[src/rtl/aes_pkg.sv]
// ----------------------------------------------------------------------------
// AES byte stream package
// Shared types, constants and byte-level functions for the AES byte cipher.
// ----------------------------------------------------------------------------
package aes_pkg;

  localparam int unsigned NumRounds = 10;
  localparam int unsigned RoundIdxW = 4;
  localparam int unsigned AddrW     = 5;

  typedef enum logic [2:0] {
    REG_KEY0 = 3'd0,
    REG_KEY1 = 3'd1,
    REG_KEY2 = 3'd2,
    REG_KEY3 = 3'd3,
    REG_LEN  = 3'd4,
    REG_MODE = 3'd5
  } reg_idx_t;

  typedef enum logic [2:0] {
    ST_COLLECT,
    ST_KEYEXP,
    ST_START,
    ST_ROUND,
    ST_EMIT
  } ctrl_state_t;

  typedef struct packed {
    logic       load_byte;   // store input byte, advance counters
    logic       key_init;    // load key registers into expansion regs
    logic       key_step;    // expand one round key
    logic       blk_start;   // apply first key, latch mode
    logic       round_step;  // one cipher round
    logic       emit_shift;  // move one output byte on
  } dp_cmd_t;

  typedef struct packed {
    logic       len_zero;
    logic       job_start;   // no byte of the current job taken yet
    logic       block_close; // accepted byte closes the block
    logic       key_done;
    logic       round_done;
    logic       emit_done;
  } dp_stat_t;

  function automatic logic [7:0] sbox(input logic [7:0] x);
    logic [7:0] t [256];
    t = '{
      8'h63,8'h7c,8'h77,8'h7b,8'hf2,8'h6b,8'h6f,8'hc5,8'h30,8'h01,8'h67,8'h2b,8'hfe,8'hd7,8'hab,8'h76,
      8'hca,8'h82,8'hc9,8'h7d,8'hfa,8'h59,8'h47,8'hf0,8'had,8'hd4,8'ha2,8'haf,8'h9c,8'ha4,8'h72,8'hc0,
      8'hb7,8'hfd,8'h93,8'h26,8'h36,8'h3f,8'hf7,8'hcc,8'h34,8'ha5,8'he5,8'hf1,8'h71,8'hd8,8'h31,8'h15,
      8'h04,8'hc7,8'h23,8'hc3,8'h18,8'h96,8'h05,8'h9a,8'h07,8'h12,8'h80,8'he2,8'heb,8'h27,8'hb2,8'h75,
      8'h09,8'h83,8'h2c,8'h1a,8'h1b,8'h6e,8'h5a,8'ha0,8'h52,8'h3b,8'hd6,8'hb3,8'h29,8'he3,8'h2f,8'h84,
      8'h53,8'hd1,8'h00,8'hed,8'h20,8'hfc,8'hb1,8'h5b,8'h6a,8'hcb,8'hbe,8'h39,8'h4a,8'h4c,8'h58,8'hcf,
      8'hd0,8'hef,8'haa,8'hfb,8'h43,8'h4d,8'h33,8'h85,8'h45,8'hf9,8'h02,8'h7f,8'h50,8'h3c,8'h9f,8'ha8,
      8'h51,8'ha3,8'h40,8'h8f,8'h92,8'h9d,8'h38,8'hf5,8'hbc,8'hb6,8'hda,8'h21,8'h10,8'hff,8'hf3,8'hd2,
      8'hcd,8'h0c,8'h13,8'hec,8'h5f,8'h97,8'h44,8'h17,8'hc4,8'ha7,8'h7e,8'h3d,8'h64,8'h5d,8'h19,8'h73,
      8'h60,8'h81,8'h4f,8'hdc,8'h22,8'h2a,8'h90,8'h88,8'h46,8'hee,8'hb8,8'h14,8'hde,8'h5e,8'h0b,8'hdb,
      8'he0,8'h32,8'h3a,8'h0a,8'h49,8'h06,8'h24,8'h5c,8'hc2,8'hd3,8'hac,8'h62,8'h91,8'h95,8'he4,8'h79,
      8'he7,8'hc8,8'h37,8'h6d,8'h8d,8'hd5,8'h4e,8'ha9,8'h6c,8'h56,8'hf4,8'hea,8'h65,8'h7a,8'hae,8'h08,
      8'hba,8'h78,8'h25,8'h2e,8'h1c,8'ha6,8'hb4,8'hc6,8'he8,8'hdd,8'h74,8'h1f,8'h4b,8'hbd,8'h8b,8'h8a,
      8'h70,8'h3e,8'hb5,8'h66,8'h48,8'h03,8'hf6,8'h0e,8'h61,8'h35,8'h57,8'hb9,8'h86,8'hc1,8'h1d,8'h9e,
      8'he1,8'hf8,8'h98,8'h11,8'h69,8'hd9,8'h8e,8'h94,8'h9b,8'h1e,8'h87,8'he9,8'hce,8'h55,8'h28,8'hdf,
      8'h8c,8'ha1,8'h89,8'h0d,8'hbf,8'he6,8'h42,8'h68,8'h41,8'h99,8'h2d,8'h0f,8'hb0,8'h54,8'hbb,8'h16
    };
    return t[x];
  endfunction

  function automatic logic [7:0] isbox(input logic [7:0] x);
    logic [7:0] t [256];
    t = '{
      8'h52,8'h09,8'h6a,8'hd5,8'h30,8'h36,8'ha5,8'h38,
      8'hbf,8'h40,8'ha3,8'h9e,8'h81,8'hf3,8'hd7,8'hfb,
      8'h7c,8'he3,8'h39,8'h82,8'h9b,8'h2f,8'hff,8'h87,
      8'h34,8'h8e,8'h43,8'h44,8'hc4,8'hde,8'he9,8'hcb,
      8'h54,8'h7b,8'h94,8'h32,8'ha6,8'hc2,8'h23,8'h3d,
      8'hee,8'h4c,8'h95,8'h0b,8'h42,8'hfa,8'hc3,8'h4e,
      8'h08,8'h2e,8'ha1,8'h66,8'h28,8'hd9,8'h24,8'hb2,
      8'h76,8'h5b,8'ha2,8'h49,8'h6d,8'h8b,8'hd1,8'h25,
      8'h72,8'hf8,8'hf6,8'h64,8'h86,8'h68,8'h98,8'h16,
      8'hd4,8'ha4,8'h5c,8'hcc,8'h5d,8'h65,8'hb6,8'h92,
      8'h6c,8'h70,8'h48,8'h50,8'hfd,8'hed,8'hb9,8'hda,
      8'h5e,8'h15,8'h46,8'h57,8'ha7,8'h8d,8'h9d,8'h84,
      8'h90,8'hd8,8'hab,8'h00,8'h8c,8'hbc,8'hd3,8'h0a,
      8'hf7,8'he4,8'h58,8'h05,8'hb8,8'hb3,8'h45,8'h06,
      8'hd0,8'h2c,8'h1e,8'h8f,8'hca,8'h3f,8'h0f,8'h02,
      8'hc1,8'haf,8'hbd,8'h03,8'h01,8'h13,8'h8a,8'h6b,
      8'h3a,8'h91,8'h11,8'h41,8'h4f,8'h67,8'hdc,8'hea,
      8'h97,8'hf2,8'hcf,8'hce,8'hf0,8'hb4,8'he6,8'h73,
      8'h96,8'hac,8'h74,8'h22,8'he7,8'had,8'h35,8'h85,
      8'he2,8'hf9,8'h37,8'he8,8'h1c,8'h75,8'hdf,8'h6e,
      8'h47,8'hf1,8'h1a,8'h71,8'h1d,8'h29,8'hc5,8'h89,
      8'h6f,8'hb7,8'h62,8'h0e,8'haa,8'h18,8'hbe,8'h1b,
      8'hfc,8'h56,8'h3e,8'h4b,8'hc6,8'hd2,8'h79,8'h20,
      8'h9a,8'hdb,8'hc0,8'hfe,8'h78,8'hcd,8'h5a,8'hf4,
      8'h1f,8'hdd,8'ha8,8'h33,8'h88,8'h07,8'hc7,8'h31,
      8'hb1,8'h12,8'h10,8'h59,8'h27,8'h80,8'hec,8'h5f,
      8'h60,8'h51,8'h7f,8'ha9,8'h19,8'hb5,8'h4a,8'h0d,
      8'h2d,8'he5,8'h7a,8'h9f,8'h93,8'hc9,8'h9c,8'hef,
      8'ha0,8'he0,8'h3b,8'h4d,8'hae,8'h2a,8'hf5,8'hb0,
      8'hc8,8'heb,8'hbb,8'h3c,8'h83,8'h53,8'h99,8'h61,
      8'h17,8'h2b,8'h04,8'h7e,8'hba,8'h77,8'hd6,8'h26,
      8'he1,8'h69,8'h14,8'h63,8'h55,8'h21,8'h0c,8'h7d
    };
    return t[x];
  endfunction

  function automatic logic [7:0] xt(input logic [7:0] x);
    return {x[6:0], 1'b0} ^ (x[7] ? 8'h1b : 8'h00);
  endfunction

  function automatic logic [7:0] rcon(input logic [RoundIdxW-1:0] r);
    logic [7:0] v;
    case (r)
      4'd1:    v = 8'h01;
      4'd2:    v = 8'h02;
      4'd3:    v = 8'h04;
      4'd4:    v = 8'h08;
      4'd5:    v = 8'h10;
      4'd6:    v = 8'h20;
      4'd7:    v = 8'h40;
      4'd8:    v = 8'h80;
      4'd9:    v = 8'h1b;
      4'd10:   v = 8'h36;
      default: v = 8'h00;
    endcase
    return v;
  endfunction

endpackage

[src/rtl/aes_ctrl.sv]
// ----------------------------------------------------------------------------
// AES controller
// Sequences byte gathering, key expansion, rounds and byte output.
// ----------------------------------------------------------------------------
module aes_ctrl (
  input  logic              clk,
  input  logic              rst,
  input  logic              in_valid,
  output logic              in_ready,
  output logic              out_valid,
  input  logic              out_ready,
  input  aes_pkg::dp_stat_t stat,
  output aes_pkg::dp_cmd_t  cmd
);

  aes_pkg::ctrl_state_t state, state_next;

  always_ff @(posedge clk) begin
    if (rst) begin
      state <= aes_pkg::ST_COLLECT;
    end else begin
      state <= state_next;
    end
  end

  always_comb begin
    state_next = state;
    cmd        = '0;
    in_ready   = 1'b0;
    out_valid  = 1'b0;
    unique case (state)
      aes_pkg::ST_COLLECT: begin
        in_ready = 1'b1;
        if (in_valid && !stat.len_zero) begin
          if (stat.job_start) begin
            cmd.key_init = 1'b1;
            state_next   = aes_pkg::ST_KEYEXP;
            in_ready     = 1'b0;
          end else begin
            cmd.load_byte = 1'b1;
            if (stat.block_close) state_next = aes_pkg::ST_START;
          end
        end
      end
      aes_pkg::ST_KEYEXP: begin
        if (stat.key_done) begin
          state_next = aes_pkg::ST_COLLECT;
          in_ready   = 1'b1;
          if (in_valid) begin
            cmd.load_byte = 1'b1;
            if (stat.block_close) state_next = aes_pkg::ST_START;
          end
        end else begin
          cmd.key_step = 1'b1;
        end
      end
      aes_pkg::ST_START: begin
        cmd.blk_start = 1'b1;
        state_next    = aes_pkg::ST_ROUND;
      end
      aes_pkg::ST_ROUND: begin
        cmd.round_step = 1'b1;
        if (stat.round_done) begin
          cmd.round_step = 1'b0;
          state_next     = aes_pkg::ST_EMIT;
        end
      end
      aes_pkg::ST_EMIT: begin
        out_valid = 1'b1;
        if (out_ready) begin
          cmd.emit_shift = 1'b1;
          if (stat.emit_done) state_next = aes_pkg::ST_COLLECT;
        end
      end
      default: state_next = aes_pkg::ST_COLLECT;
    endcase
  end

endmodule

[config.mk]
export PLATFORM = sky130hd
export DESIGN_NAME = aes_ctrl
export DESIGN_NICKNAME = d
export VERILOG_FILES = /design/src/rtl/aes_pkg.sv /design/src/rtl/aes_ctrl.sv
export SDC_FILE = /design/constraint.sdc
export NUM_CORES = 1
export LEC_CHECK = 0
export BUFFER_PORTS_ARGS = -buffer_cell sky130_fd_sc_hd__buf_2
export CAP_MARGIN = 20
export CORE_AREA = 5 5 42 44
export DETAILED_ROUTE_END_ITERATION = 7
export DIE_AREA = 0 0 47 49
export MAX_ROUTING_LAYER = met4
export SYNTH_ARGS = -nofsm -noshare
export SYNTH_HDL_FRONTEND = slang
export SYNTH_SLANG_ARGS = --single-unit
[constraint.sdc]
create_clock -name clk -period 1.1 [get_ports clk]
set_clock_uncertainty 0.1 [all_clocks]
set_input_delay 0 -clock clk [delete_from_list [all_inputs] [get_ports clk]]
set_output_delay 0 -clock clk [all_outputs]
set_load 0.005 [all_outputs]
==> impl_metrics.py <==
metrics = {
    "run_status": {
        "status": "finished, violations left",
        "violations": "setup timing",
    },
    "critical_path": {
        "path_depth": 4,
        "arrival_ns": 1.11,
        "worstPathMaxFanout": 6,
        "crit_buf_inv": 2,
        "end_kind": "output pin",
        "cp_slowest_cell": "dfxtp_4",
        "critical_path_class": "reg2out",
        "crit_family": "flip-flops",
        "r2r_end": "state[1]",
        "ff2ff_setup_slack_ns": -0.09,
        "path_cells": "buf_6, a21oi_2, nor4b_2, buf_2",
        "cp-startpoint": "state[0]",
        "worst_ep_required_time_ns": 1.00,
        "timing.rr.start": "state[0]",
        "max_stage_delay_ns": 0.38,
        "reg2regPathDepth": 6,
        "startpoint_type": "flip-flop",
        "crit_end": "cmd[5]",
    },
    "finish": {
        "multi_input_area_um2": 267,
        "diodes": 0,
        "regMostFlops": "state",
        "fillCellCount": 143,
        "drive_gt1_frac": 0.687,
        "nNetsFinal": 78,
        "final_cell_count_no_fill": 83,
        "regArea_um2": 71.3,
        "fin_area_um2": 577,
        "syn_to_final_growth_pct": 101,
        "largest_reg_flops": 3,
        "reg_top3": "state x3",
    },
    "global_routing": {
        "antenna_found_initial": 0,
        "grt_overflow": 0,
        "groute.usage.overall": 0.102,
        "first_global_vias": 403,
        "grt_max_degree": 8,
        "grt_pass1_wl_um": 1680,
    },
    "clock_tree": {
        "cts_buffers": 3,
        "clk_latency_ns": 0.23,
        "cts_tree": "done",
        "clock_path_buffers": 2,
        "cts-root-buf": "clkbuf_4",
        "h-tree-depth": 1,
        "clk_pin_slew_ns": 0.04,
        "clock_sinks": 3,
    },
    "routing": {
        "drt_pass1_iterations": 2,
        "routed_wl_um": 991,
        "num_vias": 375,
        "drc_errors": 0,
        "drt_iter0_markers": 1,
        "ant_nets": 0,
        "wire_per_inst_um": 11.9,
        "via_per_inst": 4.52,
    },
    "timing": {
        "min_period_ns": 1.21,
        "max-slew-margin-rel": 0.823,
        "rsz0062_at_grt": "yes",
        "setup_tns_ns": -0.724,
        "setup_violations": 10,
        "final.period_utilization": 1.10,
        "hold_violations": 0,
        "fmax_mhz": 827,
        "tightestPinTransition_ns": 0.264,
        "slew_violations": 0,
        "postLayoutSetupSlackWorst_ns": -0.109,
    },
    "min_path": {
        "hold_path.class": "in2reg",
    },
    "pwr": {
        "switching_share": 0.304,
        "seq_power_share": 0.256,
        "p_per_area_mw_per_mm2": 875,
        "peakVddDrop_mv": 0.407,
        "p_sw_mw": 0.153,
        "p_int_mw": 0.352,
        "combPwrFrac": 0.365,
        "p_clk_frac": 0.379,
        "p_leak_nw": 0.255,
    },
    "logic_synthesis": {
        "ys_seq_area_frac": 0.210,
        "synth_cells": 38,
        "synth-edff-count": 0,
        "yosys.area.top_type": "dfxtp_1",
        "yosysTopAreaCellShare": 0.210,
        "syn_avg_cell_area_um2": 7.54,
        "yosys_warnings": 0,
        "synth_area_leaders": "dfxtp_1 21%, nor3_1 8.7%, buf_6 7.9%",
        "ys.flop_type": "dfxtp_1",
        "synth_seq_cells": 3,
        "synth_nets": 48,
        "synth_most_common_cell": "nor3_1",
        "synth_common_cells": "5 x nor3_1, 4 x nand2_1, 3 x a21oi_1, 3 x dfxtp_1, 3 x nor2_1",
        "synth_cell_types": 22,
        "async_flop_share": 0,
        "syn_area_um2": 287,
    },
    "placed_design": {
        "place_ws_ns": -0.0640,
        "dpl.hpwl_um": 651,
        "io_buffer_count": 17,
        "dp_cells": 72,
        "placed_area_um2": 407,
        "gp_congestion": 0.731,
    },
    "die": {
        "io_pins": 18,
        "start_util": 0.204,
        "die_x_um": 47,
        "die_y_um": 49,
        "dieArea_mm2": 0.00230,
        "core_mm2": 0.00140,
        "fp-row-count": 14,
    },
    "flow_run": {
        "maxCapViolations": 0,
    },
}
[worst min path at each step]
stage | startpoint | end | cells past startpoint
after floorplan | stat[1] | cmd[1] | 1
after global placement | rst | state[2] | 2
after detailed placement | rst | state[2] | 2
after CTS | stat[1] | state[0] | 4
after global routing | stat[1] | state[0] | 4
final | stat[1] | state[0] | 4
[power groups by stage]
stage | logic [mW] | registers, mW | clock network, mW
final | 0.184 | 0.129 | 0.191
after global routing | 0.203 | 0.131 | 0.204
after CTS | 0.167 | 0.129 | 0.200
after detailed placement | 0.129 | 0.131 | 0
after global placement | 0.129 | 0.130 | 0
after floorplan | 0.0932 | 0.122 | 0
[per-stage QoR]
step | hold WS (ns) | power [mW] | utilization
floorplan | -0.0553 | 0.215 | -
global placement | 0.108 | 0.259 | 0.290
detailed placement | 0.106 | 0.260 | 0.290
CTS | 0.0468 | 0.496 | 0.383
global route | 0.0845 | 0.539 | 0.412
finish | 0.0491 | 0.505 | 0.412
[cell usage in the layout, fill, tap and decap left out, types with 3 or more instances in the layout]
cell,instances
dlygate4sd3_1,3
buf_6,4
buf_4,5
dfxtp_4,3
nand2_1,3
buf_2,16
clkbuf_4,3
[routing by layer]
| layer | vias up | GRT usage | share of wire |
|---|---|---|---|
| li1 | 194 | - | - |
| met1 | 168 | 0.110 | 0.40 |
| met2 | 11 | 0.154 | 0.55 |
| met3 | 2 | 0.0258 | 0.039 |
| met4 | 0 | 0.0783 | 0.0081 |
| met5 | - | - | 0 |
[timing repair]
item	in CTS	in global routing
pin swaps	4	2
hold buffers	3	0
resized for setup	15	5
endpoints found under the hold margin	3	0
gates cloned	0	0
buffers inserted	3	1
setup endpoints to repair	11	11
[worst register-to-register path, cell delays in order (launching register included)]
cell and delay (ns):
dfxtp_4 0.36, buf_6 0.13, nand3b_1 0.12, nor2_2 0.06
buf_4 0.13, a41oi_2 0.14, nor2_1 0.05
[cell families (layout without fill, tap and decap cells)]
group / Yosys count / in the layout / share of synthesized area
AOI/OAI and AO/OA: 8 / 8 / 0.179
buffers and inverters: 3 / 32 / 0.0960
DFF: 3 / 3 / 0.210
muxes: 1 / 1 / 0.0349
and+or+nand+nor: 23 / 23 / 0.480
[cell type report]
cell class | count | share of cell area
Tap cell | 16 | 0.0347
Sequential cell | 3 | 0.124
Multi-Input combinational cell | 32 | 0.462
Timing Repair Buffer | 28 | 0.334
Clock buffer | 4 | 0.0456
Power figures use the tool's default switching activity.
